## config.mk

```make
export PLATFORM = sky130hd
export DESIGN_NAME = frer_sequence_recovery_core
export DESIGN_NICKNAME = d
export VERILOG_FILES = /design/src/sv/frsr_pkg.sv /design/src/sv/frsr_ram.sv /design/src/sv/frsr_ctrl.sv /design/src/sv/frsr_dp.sv /design/src/sv/frer_sequence_recovery_core.sv
export SDC_FILE = /design/constraint.sdc
export NUM_CORES = 1
export LEC_CHECK = 0
export BUFFER_PORTS_ARGS = -buffer_cell sky130_fd_sc_hd__clkbuf_2
export CAP_MARGIN = 20
export CORE_MARGIN = 3
export CORE_UTILIZATION = 50
export CTS_BUF_LIST = sky130_fd_sc_hd__clkbuf_16
export CTS_CLUSTER_DIAMETER = 150
export DETAILED_ROUTE_END_ITERATION = 10
export PLACE_DENSITY = 0.76
export SLEW_MARGIN = 25
export SYNTH_ARGS = -nofsm -noshare
export SYNTH_HDL_FRONTEND = slang
export SYNTH_SLANG_ARGS = --single-unit
```

## constraint.sdc

```tcl
create_clock -name clk -period 29.9 [get_ports clk]
set_clock_uncertainty 0.15 [all_clocks]
set_input_delay 5.98 -clock clk [delete_from_list [all_inputs] [get_ports clk]]
set_output_delay 5.98 -clock clk [all_outputs]
set_load 0.05 [all_outputs]
```

## src/sv/frsr_pkg.sv

```systemverilog
// shared types and constants for the sequence recovery core
package frsr_pkg;

    localparam int NUM_STREAMS_DEF = 16;
    localparam int WINDOW_DEF      = 64;

    localparam int IDX_W     = 4;
    localparam int SEQ_W     = 16;
    localparam int VERDICT_W = 2;

    localparam int S_TDATA_W = 24;
    localparam int M_TDATA_W = 8;

    typedef enum logic [VERDICT_W-1:0] {
        VERDICT_ACCEPT  = 2'd0,
        VERDICT_DUP     = 2'd1,
        VERDICT_OVERRUN = 2'd2,
        VERDICT_RESET   = 2'd3
    } verdict_t;

    typedef struct packed {
        logic clear_step;
        logic load_in;
        logic load_res;
        logic commit;
    } frsr_cmd_t;

    typedef struct packed {
        logic clear_last;
        logic out_free;
    } frsr_status_t;

endpackage

```

## src/sv/frsr_ram.sv

```systemverilog
// generic single write port ram with registered read
module frsr_ram #(
    parameter int WIDTH = 8,
    parameter int DEPTH = 16,
    parameter int AW    = (DEPTH > 1) ? $clog2(DEPTH) : 1
) (
    input  logic             clk,
    input  logic             wr_en,
    input  logic [AW-1:0]    wr_addr,
    input  logic [WIDTH-1:0] wr_data,
    input  logic             rd_en,
    input  logic [AW-1:0]    rd_addr,
    output logic [WIDTH-1:0] rd_data
);

    logic [WIDTH-1:0] mem [DEPTH];

    always_ff @(posedge clk)
    begin
        if (wr_en)
        begin
            mem[wr_addr] <= wr_data;
        end
        if (rd_en)
        begin
            rd_data <= mem[rd_addr];
        end
    end

endmodule

```

## src/sv/frsr_ctrl.sv

```systemverilog
// controller state machine for the sequence recovery core
module frsr_ctrl (
    input  logic                  clk,
    input  logic                  rst_n,
    input  logic                  in_valid,
    output logic                  in_ready,
    input  frsr_pkg::frsr_status_t status,
    output frsr_pkg::frsr_cmd_t    cmd
);
    import frsr_pkg::*;

    typedef enum logic [1:0] {
        ST_CLEAR,
        ST_IDLE,
        ST_CALC,
        ST_EXEC
    } state_t;

    state_t state_reg;
    state_t state_next;

    always_comb
    begin
        state_next     = state_reg;
        cmd            = '0;
        in_ready       = 1'b0;
        unique case (state_reg)
            ST_CLEAR:
            begin
                cmd.clear_step = 1'b1;
                if (status.clear_last)
                begin
                    state_next = ST_IDLE;
                end
            end
            ST_IDLE:
            begin
                in_ready    = 1'b1;
                cmd.load_in = in_valid;
                if (in_valid)
                begin
                    state_next = ST_CALC;
                end
            end
            ST_CALC:
            begin
                cmd.load_res = 1'b1;
                state_next   = ST_EXEC;
            end
            ST_EXEC:
            begin
                if (status.out_free)
                begin
                    cmd.commit = 1'b1;
                    state_next = ST_IDLE;
                end
            end
            default:
            begin
                state_next = ST_IDLE;
            end
        endcase
    end

    always_ff @(posedge clk or negedge rst_n)
    begin
        if (!rst_n)
        begin
            state_reg <= ST_CLEAR;
        end
        else
        begin
            state_reg <= state_next;
        end
    end

endmodule

```

## src/sv/frsr_dp.sv

```systemverilog
// datapath: stream table, window position, verdict and output register
module frsr_dp #(
    parameter int NUM_STREAMS = frsr_pkg::NUM_STREAMS_DEF,
    parameter int WINDOW      = frsr_pkg::WINDOW_DEF
) (
    input  logic                           clk,
    input  logic                           rst_n,
    input  frsr_pkg::frsr_cmd_t            cmd,
    output frsr_pkg::frsr_status_t         status,
    input  logic                           in_mode,
    input  logic [frsr_pkg::IDX_W-1:0]     in_idx,
    input  logic [frsr_pkg::SEQ_W-1:0]     in_seq,
    output logic                           out_valid,
    input  logic                           out_ready,
    output logic [frsr_pkg::VERDICT_W-1:0] out_verdict,
    output logic [frsr_pkg::IDX_W-1:0]     out_echo
);
    import frsr_pkg::*;

    localparam int AW         = (NUM_STREAMS > 1) ? $clog2(NUM_STREAMS) : 1;
    localparam int PW         = $clog2(WINDOW);
    localparam int DW         = 1 + SEQ_W + WINDOW;
    localparam int RecipShift = SEQ_W + 6;
    localparam int ProdW      = SEQ_W + RecipShift;
    localparam logic [RecipShift-1:0] RecipMul =
        RecipShift'(((2 ** RecipShift) + WINDOW - 1) / WINDOW);

    logic                   mode_reg;
    logic [IDX_W-1:0]       idx_reg;
    logic [SEQ_W-1:0]       seq_reg;
    logic [SEQ_W-1:0]       quot_reg;
    logic [PW-1:0]          pos_reg;
    logic [AW-1:0]          clr_addr_reg;
    logic                   out_valid_reg;
    verdict_t               verdict_reg;
    logic [IDX_W-1:0]       echo_reg;

    logic [ProdW-1:0]       prod;
    logic [SEQ_W-1:0]       pos_full;
    logic [DW-1:0]          rd_data;
    logic [DW-1:0]          wr_data;
    logic [AW-1:0]          wr_addr;
    logic                   wr_en;
    logic                   upd;
    verdict_t               verdict;
    logic                   in_range;
    logic                   old_active;
    logic [SEQ_W-1:0]       old_hi;
    logic [WINDOW-1:0]      old_map;
    logic [SEQ_W-1:0]       udiff;
    logic [SEQ_W-1:0]       lag;
    logic [WINDOW-1:0]      seq_bit;
    logic [WINDOW-1:0]      clr_mask;
    logic [PW:0]            pos_gap;

    assign prod     = ProdW'(in_seq) * ProdW'(RecipMul);
    assign pos_full = seq_reg - SEQ_W'(quot_reg * SEQ_W'(WINDOW));

    assign old_active = rd_data[DW-1];
    assign old_hi     = rd_data[DW-2 -: SEQ_W];
    assign old_map    = rd_data[WINDOW-1:0];
    assign udiff      = seq_reg - old_hi;
    assign lag        = old_hi - seq_reg;
    assign seq_bit    = WINDOW'(1) << pos_reg;
    assign in_range   = {{(32-IDX_W){1'b0}}, idx_reg} < 32'(NUM_STREAMS);

    always_comb
    begin
        pos_gap  = '0;
        clr_mask = '0;
        for (int p = 0; p < WINDOW; p++)
        begin
            if ({1'b0, pos_reg} >= (PW+1)'(p))
            begin
                pos_gap = {1'b0, pos_reg} - (PW+1)'(p);
            end
            else
            begin
                pos_gap = {1'b0, pos_reg} + (PW+1)'(WINDOW) - (PW+1)'(p);
            end
            clr_mask[p] = SEQ_W'(pos_gap) < udiff;
        end
    end

    always_comb
    begin
        verdict = VERDICT_DUP;
        upd     = 1'b0;
        wr_data = {1'b1, seq_reg, seq_bit};
        if (mode_reg)
        begin
            verdict = VERDICT_RESET;
            upd     = in_range;
            wr_data = {1'b0, old_hi, {WINDOW{1'b0}}};
        end
        else if (!in_range)
        begin
            verdict = VERDICT_DUP;
        end
        else if (!old_active)
        begin
            verdict = VERDICT_ACCEPT;
            upd     = 1'b1;
        end
        else if (udiff == '0)
        begin
            verdict = VERDICT_DUP;
        end
        else if (!udiff[SEQ_W-1])
        begin
            verdict = VERDICT_ACCEPT;
            upd     = 1'b1;
            if (udiff < SEQ_W'(WINDOW))
            begin
                wr_data = {1'b1, seq_reg, (old_map & ~clr_mask) | seq_bit};
            end
        end
        else if (lag >= SEQ_W'(WINDOW))
        begin
            verdict = VERDICT_OVERRUN;
        end
        else if ((old_map & seq_bit) == '0)
        begin
            verdict = VERDICT_ACCEPT;
            upd     = 1'b1;
            wr_data = {1'b1, old_hi, old_map | seq_bit};
        end
        else
        begin
            verdict = VERDICT_DUP;
        end
        if (cmd.clear_step)
        begin
            wr_data = '0;
        end
    end

    assign wr_en   = cmd.clear_step | (cmd.commit & upd);
    assign wr_addr = cmd.clear_step ? clr_addr_reg : AW'(idx_reg);

    frsr_ram #(
        .WIDTH (DW),
        .DEPTH (NUM_STREAMS),
        .AW    (AW)
    ) u_table (
        .clk     (clk),
        .wr_en   (wr_en),
        .wr_addr (wr_addr),
        .wr_data (wr_data),
        .rd_en   (cmd.load_in),
        .rd_addr (AW'(in_idx)),
        .rd_data (rd_data)
    );

    always_ff @(posedge clk)
    begin
        if (cmd.load_in)
        begin
            mode_reg <= in_mode;
            idx_reg  <= in_idx;
            seq_reg  <= in_seq;
            quot_reg <= prod[ProdW-1 -: SEQ_W];
        end
        if (cmd.load_res)
        begin
            pos_reg <= pos_full[PW-1:0];
        end
        if (cmd.commit)
        begin
            verdict_reg <= verdict;
            echo_reg    <= idx_reg;
        end
    end

    always_ff @(posedge clk or negedge rst_n)
    begin
        if (!rst_n)
        begin
            clr_addr_reg  <= '0;
            out_valid_reg <= 1'b0;
        end
        else
        begin
            if (cmd.clear_step)
            begin
                clr_addr_reg <= clr_addr_reg + AW'(1);
            end
            if (cmd.commit)
            begin
                out_valid_reg <= 1'b1;
            end
            else if (out_ready)
            begin
                out_valid_reg <= 1'b0;
            end
        end
    end

    assign status.clear_last = clr_addr_reg == AW'(NUM_STREAMS - 1);
    assign status.out_free   = !out_valid_reg || out_ready;
    assign out_valid         = out_valid_reg;
    assign out_verdict       = verdict_reg;
    assign out_echo          = echo_reg;

endmodule

```

## src/sv/frer_sequence_recovery_core.sv

```systemverilog
// top level of the frame replication and elimination sequence recovery core
//
// Per-stream duplicate elimination: each input beat either checks one packet
// (stream index and 16-bit sequence number) against the stream's highest seen
// number and a WINDOW-position history bitmap, or resets that stream; each
// beat yields exactly one verdict beat (accept, duplicate, window overrun,
// reset done) with the stream index echoed. An item passes in order through
// accept and table read, window position, and verdict and table write: the
// stream table has a registered read, and the window position step sits
// between the quotient and the verdict; a verdict waiting in the output
// register only delays the write step, and the core takes no new beat until
// the verdict is written. After reset the core clears every entry of the
// stream table before it takes its first beat.
module frer_sequence_recovery_core #(
    parameter int NUM_STREAMS = frsr_pkg::NUM_STREAMS_DEF,
    parameter int WINDOW      = frsr_pkg::WINDOW_DEF
) (
    input  logic                           clk,
    input  logic                           rst_n,
    input  logic                           s_axis_tvalid,
    output logic                           s_axis_tready,
    input  logic [frsr_pkg::S_TDATA_W-1:0] s_axis_tdata,  // stream_index, seq_num
    input  logic                           s_axis_tuser,  // mode
    output logic                           m_axis_tvalid,
    input  logic                           m_axis_tready,
    output logic [frsr_pkg::M_TDATA_W-1:0] m_axis_tdata   // verdict, stream_echo
);
    import frsr_pkg::*;

    frsr_cmd_t             cmd;
    frsr_status_t          status;
    logic [VERDICT_W-1:0]  verdict;
    logic [IDX_W-1:0]      echo;

    frsr_ctrl u_ctrl (
        .clk      (clk),
        .rst_n    (rst_n),
        .in_valid (s_axis_tvalid),
        .in_ready (s_axis_tready),
        .status   (status),
        .cmd      (cmd)
    );

    frsr_dp #(
        .NUM_STREAMS (NUM_STREAMS),
        .WINDOW      (WINDOW)
    ) u_dp (
        .clk         (clk),
        .rst_n       (rst_n),
        .cmd         (cmd),
        .status      (status),
        .in_mode     (s_axis_tuser),
        .in_idx      (s_axis_tdata[IDX_W-1:0]),
        .in_seq      (s_axis_tdata[IDX_W +: SEQ_W]),
        .out_valid   (m_axis_tvalid),
        .out_ready   (m_axis_tready),
        .out_verdict (verdict),
        .out_echo    (echo)
    );

    assign m_axis_tdata = {{(M_TDATA_W - VERDICT_W - IDX_W){1'b0}}, echo, verdict};

endmodule

```

==> results_dict.tcl, run 1 <==
set metrics [dict create \
    status "finished clean" \
    hold_path_depth 0 \
    synth_seq_cells 1417 \
    start_util_pct 50.6 \
    synth_area_mm2 0.0639 \
    hp-start "u_dp.idx_reg[0]" \
    port_buffers 32 \
    cp.arrival_ns 9.55 \
    clockBufferDepth 3 \
    setup_viol 0 \
    routed_wl_um 172000 \
    ctsResizeCount 0 \
    final_hold_viol_count 0 \
    drive_above_1_share_pct 21.7 \
    synth-main-ff-cell "edfxtp_1" \
    max_cap_viol_count 0 \
    synth_area_per_cell_um2 17.6 \
    whs_ns 0.390 \
    r2r-end "u_dp.u_table.mem[6][54]" \
    synth_warnings 0 \
    wl_per_cell_um 31.6 \
    dpl_cell_area_mm2 0.0662 \
    fp-row-count 130 \
    cts.clk_slew.worst_paths_ns 0.06 \
    nFillCells 9230 \
    fin_area_mm2 0.0704 \
    die_area_mm2 0.132 \
    place.detailed.hpwl_um 95200 \
    cp_max_fo 78 \
    first_iter_violations 5408 \
    area_delta_synth_final_pct 10.3 \
    cts_max_level 4 \
    dr.pass1.iters 6 \
    core_area_mm2 0.126 \
    synth_area_leaders "edfxtp_1 66%, mux4_2 14%, ha_1 5.4%" \
    rsz0062_at_grt "false" \
    leakage_uw 0.0242 \
    final_util_pct 55.8 \
    fmax_ghz 0.109 \
    final_nets 4004 \
    track_usage_pct 26.1 \
    start_kind "primary input" \
    reg2reg_slack_ns 22.42 \
    max_stage_delay_ns 0.84 \
    p_total_uw 5950 \
    yosysTopAreaCellShare_pct 66.3 \
    grt_pass1_vias 35700 \
    synth_edf_count 1410 \
    grt_overflow 0 \
    synth_cell_types 97 \
    period_share_pct 30.8 \
    hold_class "flip-flop to flip-flop" \
    ant_nets 0 \
    cts-root-buf "clkbuf_16" \
    powerDensity_mw_per_mm2 84.5 \
    finalSetupTns_ns 0 \
    rr_worst_depth 16 \
    antenna_found_initial 5 \
    avgViaCountPerCell 6.69 \
    syn_inst 3620 \
    vdd_drop_max_uv 64.1 \
    drv_slew 0 \
    r2r-start "u_dp.pos_reg[0]" \
    seq_area_frac_synth_pct 66.6 \
    grt_max_degree 102 \
    insertion_delay_ns 0.77 \
    vias 36400 \
    worstSetupPathType "primary input to flip-flop" \
    drc 0 \
    largest_reg_flops 1296 \
    crit_chain "buf_8, buf_4, buf_4, mux4_2, mux4_2" \
    cts_setup_buffers 0 \
    ios 39 \
    crit_path_end_kind "flip-flop" \
    cp_slowest_cell "buf_4" \
    grt_first_pass_wirelength_um 250000 \
    die_w_um 363 \
    synthArstFlopShare_pct 0.494 \
    cp.required_ns 30.24 \
    yosysTopAreaCell "edfxtp_1" \
    routabilityCongestion 0.968 \
    fin_crit_ns 9.22 \
    hold_end "u_dp.out_echo[0]" \
    cts_inserted_buffers 131 \
    cts_tree "done" \
    cts_hold_buf 0 \
    worstMarginPinSlew_ns 1.08 \
    maxSlewHeadroom_pct 28.3 \
    clock_sinks 1417 \
    die_h_um 363 \
]
## cell families after synthesis
logic type | synth area share [%]
buffers and inverters | 2.07
muxes | 14.8
AOI/OAI and AO/OA | 6.21
and+or+nand+nor | 3.44
other | 0.00587
DFF | 66.6
xor gates and xnor gates | 1.44
adders and majority gates | 5.46
## how the worst max path moves through the flow
stage	slack, ns	depth (start not counted)	startpoint	to
2_1_floorplan	16.95	5	m_axis_tready	u_dp.u_table.mem[2][0]
3_3_place_gp	19.75	5	s_axis_tdata[0]	u_dp.u_table.rd_data[31]
3_5_place_dp	19.76	5	s_axis_tdata[0]	u_dp.u_table.rd_data[31]
4_1_cts	20.56	5	s_axis_tdata[0]	u_dp.u_table.rd_data[51]
5_1_grt	20.32	5	s_axis_tdata[0]	u_dp.u_table.rd_data[62]
6_report	20.68	5	s_axis_tdata[0]	u_dp.u_table.rd_data[62]
## power by group
group / total (uW) / internal (uW) / switching, uW / leakage (uW)
Combinational: 1780 / 598 / 1180 / 0.00879
Clock: 1610 / 884 / 729 / 0.00206
Sequential: 2560 / 2470 / 86.3 / 0.0133
## cell type report
| type | count | area (um2) | share of cell area [%] |
|---|---|---|---|
| clock inverter | 97 | 748 | 1.06 |
| multi-input combinational | 1889 | 20300 | 28.9 |
| sequential | 1417 | 42500 | 60.4 |
| inverter | 122 | 458 | 0.650 |
| clock buffer | 133 | 3330 | 4.73 |
| tap | 1650 | 2060 | 2.93 |
| antenna | 1 | 2.50 | 0.00355 |
| timing repair buffer | 136 | 971 | 1.38 |
## metrics by stage
stage                     setup slack [ns]  instances
after floorplan                      16.95       3622
after global placement               19.75       5213
after detailed placement             19.76       5214
after CTS                            20.56       5444
after global routing                 20.32       5444
final                                20.68       5445
## placed cells by master (no fill, tap or decap), drive strengths merged, types with 14 or more instances in the layout
cell    synthesis  routed
a211oi         25      25
a21o           71      71
a21oi         195     195
a31oi          22      22
a32o           17      17
buf            64     108
clkbuf        129     161
clkinv          1      49
edfxtp       1410    1410
ha            277     277
inv           121     153
mux2i          29      29
mux4          405     405
nand2         140     140
nand2b         14      14
nand3          57      57
nand3b         19      19
nor2           94      94
nor3           41      41
o21a           19      19
o21ai         142     142
o22ai          39      39
xnor2          84      84
xor2           19      19
## per-layer routing
metal,part of all wire (%),GRT usage [%],wire length (um)
met2,47,40.8,81400
met1,38,36.9,65400
met3,11,5.27,19100
met4,3.7,9.48,6310
met5,0,0,0
## worst max-delay path, delay by kind of cell
kind	cells	cell delay [ns]
buffers and inverters	3	2.31
multiplexers	2	1.10
## cells in the mapped netlist, types with 8 or more instances
| master | number |
|---|---|
| nand2b_1 | 14 |
| o22ai_1 | 38 |
| xnor2_1 | 83 |
| o21a_1 | 18 |
| and2_1 | 9 |
| a22oi_1 | 8 |
| nand2_1 | 139 |
| a21o_1 | 71 |
| nand3b_1 | 19 |
| xor2_1 | 19 |
| a31oi_1 | 22 |
| buf_6 | 10 |
| a211oi_1 | 23 |
| mux2i_1 | 29 |
| nor2b_1 | 11 |
| ha_1 | 277 |
| edfxtp_1 | 1410 |
| mux4_2 | 405 |
| nor2_1 | 94 |
| a21oi_1 | 193 |
| buf_2 | 12 |
| o211ai_1 | 11 |
| a32oi_1 | 8 |
| nor3_1 | 40 |
| a32o_1 | 17 |
| clkbuf_1 | 127 |
| o21ai_0 | 137 |
| a31o_2 | 12 |
| buf_1 | 36 |
| nand3_1 | 57 |
| and3_1 | 11 |
| inv_1 | 120 |
(Power assumes the default switching activity.)
==> inputs of run 2 (changes only) <==
==> constraint.sdc (replaced) <==
create_clock -name clk -period 9.3 [get_ports clk]
set_clock_uncertainty 0.15 [all_clocks]
set_input_delay 1.86 -clock clk [delete_from_list [all_inputs] [get_ports clk]]
set_output_delay 1.86 -clock clk [all_outputs]
set_load 0.05 [all_outputs]
==> run 2 against run 1 <==
Compared with the run above:
- non-clock buffer count down 27
- count of clock-buffer cells in the layout up 7
- first-iteration DRC count down 9.0%
- routed wire length down 2.0%
- register-to-register slack worse by 20 ns
- global-route usage down 0.48 points
- largest power group unchanged
- highest routed layer unchanged
==> results_dict.tcl, run 2 (same netlist as run 1, synthesis figures left out) <==
set metrics [dict create \
    status "finished clean" \
    track_usage_pct 25.7 \
    leakage_uw 0.0242 \
    fp-row-count 130 \
    cts_inserted_buffers 135 \
    worstSetupPathType "flip-flop to flip-flop" \
    core_area_mm2 0.126 \
    ios 39 \
    max_cap_viol_count 0 \
    ctsResizeCount 0 \
    dr.pass1.iters 6 \
    reg2reg_slack_ns 2.50 \
    cp.arrival_ns 7.02 \
    worstMarginPinSlew_ns 1.03 \
    grt_pass1_vias 36000 \
    drive_above_1_share_pct 21.3 \
    cts_setup_buffers 0 \
    grt_overflow 0 \
    final_nets 3981 \
    maxSlewHeadroom_pct 31.3 \
    clock_sinks 1417 \
    dp_slack_ns 2.84 \
    finalSetupTns_ns 0 \
    setup_viol 0 \
    routed_wl_um 169000 \
    routabilityCongestion 0.961 \
    wl_per_cell_um 31.1 \
    largest_reg_flops 1296 \
    nFillCells 9286 \
    hold_class "flip-flop to flip-flop" \
    fin_crit_ns 6.80 \
    cp.required_ns 9.52 \
    vias 36100 \
    cts_max_level 4 \
    ant_nets 0 \
    start_util_pct 50.6 \
    grt_max_degree 133 \
    insertion_delay_ns 0.77 \
    area_delta_synth_final_pct 10.7 \
    cts-root-buf "clkbuf_16" \
    drv_slew 0 \
    first_iter_violations 4919 \
    drc 0 \
    final_cell_mix "1410 x edfxtp_1, 405 x mux4_2, 276 x ha_1" \
    vdd_drop_max_uv 208 \
    period_share_pct 73.1 \
    start_kind "flip-flop" \
    die_h_um 363 \
    cts_tree "done" \
    fmax_ghz 0.147 \
    final_util_pct 56.0 \
    rsz0062_at_grt "false" \
    die_area_mm2 0.132 \
    final_hold_viol_count 0 \
    die_w_um 363 \
    cp_max_fo 74 \
    port_buffers 32 \
    fin_ws_ns 2.50 \
    powerDensity_mw_per_mm2 274 \
    antenna_found_initial 4 \
    clockBufferDepth 3 \
    place.detailed.hpwl_um 90300 \
    cts_hold_buf 0 \
    grt_first_pass_wirelength_um 247000 \
    avgViaCountPerCell 6.64 \
    crit_path_end_kind "flip-flop" \
    final_common_cell "edfxtp_1" \
    cts.clk_slew.worst_paths_ns 0.07 \
]
==> run 2: cell type report <==
| cell class | count | area, um2 | share of cell area [%] |
|---|---|---|---|
| Antenna cell | 1 | 2.50 | 0.00354 |
| Clock inverter | 105 | 803 | 1.14 |
| Tap cell | 1650 | 2060 | 2.92 |
| Inverter | 122 | 458 | 0.648 |
| Multi-Input combinational cell | 1889 | 20400 | 28.8 |
| Sequential cell | 1417 | 42500 | 60.1 |
| Timing Repair Buffer | 109 | 1010 | 1.43 |
| Clock buffer | 140 | 3500 | 4.95 |
==> run 2: through the flow <==
step | cells | total power [uW] | instance area (um2) | hold WS, ns
6_report | 5433 | 19400 | 70700 | 0.393
5_1_grt | 5432 | 20200 | 70700 | 0.420
4_1_cts | 5430 | 19300 | 70500 | 0.390
3_5_place_dp | 5185 | 13900 | 66200 | 0.383
3_3_place_gp | 5184 | 13700 | 66200 | 0.359
2_1_floorplan | 3622 | 12000 | 63900 | 0.327
==> run 2: final timing paths <==
path	from	end	depth (start not counted)
max in group asynchronous	rst_n	u_dp.clr_addr_reg[3]	1
max	u_dp.pos_reg[0]	u_dp.u_table.mem[12][32]	15
min	u_dp.idx_reg[0]	u_dp.out_echo[0]	0
min in group asynchronous	rst_n	u_dp.out_valid	1
min reg2reg	u_dp.idx_reg[0]	u_dp.out_echo[0]	0
max reg2reg	u_dp.pos_reg[0]	u_dp.u_table.mem[12][32]	15
==> run 2: worst max-delay path: stages (launching register included) <==
cell      delay [ns]
edfxtp_1        0.77
clkinv_1        0.45
ha_1            0.33
buf_4           0.21
ha_1            0.33
a22oi_1         0.30
a21boi_0        0.13
nor4_1          0.25
nand4_1         0.17
nor4_2          0.76
nand2_2         0.22
nor4b_4         0.49
nor3_4          0.18
buf_8           0.20
nor3_2          0.70
buf_12          0.62
==> run 2: metal layers <==
metal,track usage [%],vias up,share of wire [%]
li1,-,14800,-
met5,0,-,0
met3,5.71,446,11
met1,35.5,18500,38
met2,40.0,2369,48
met4,10.3,0,4.0
==> run 2: power by group <==
group          total [uW]  internal, uW  switching [uW]
logic                5790          1940            3840
registers            8200          7940             268
clock network        5360          2930            2430
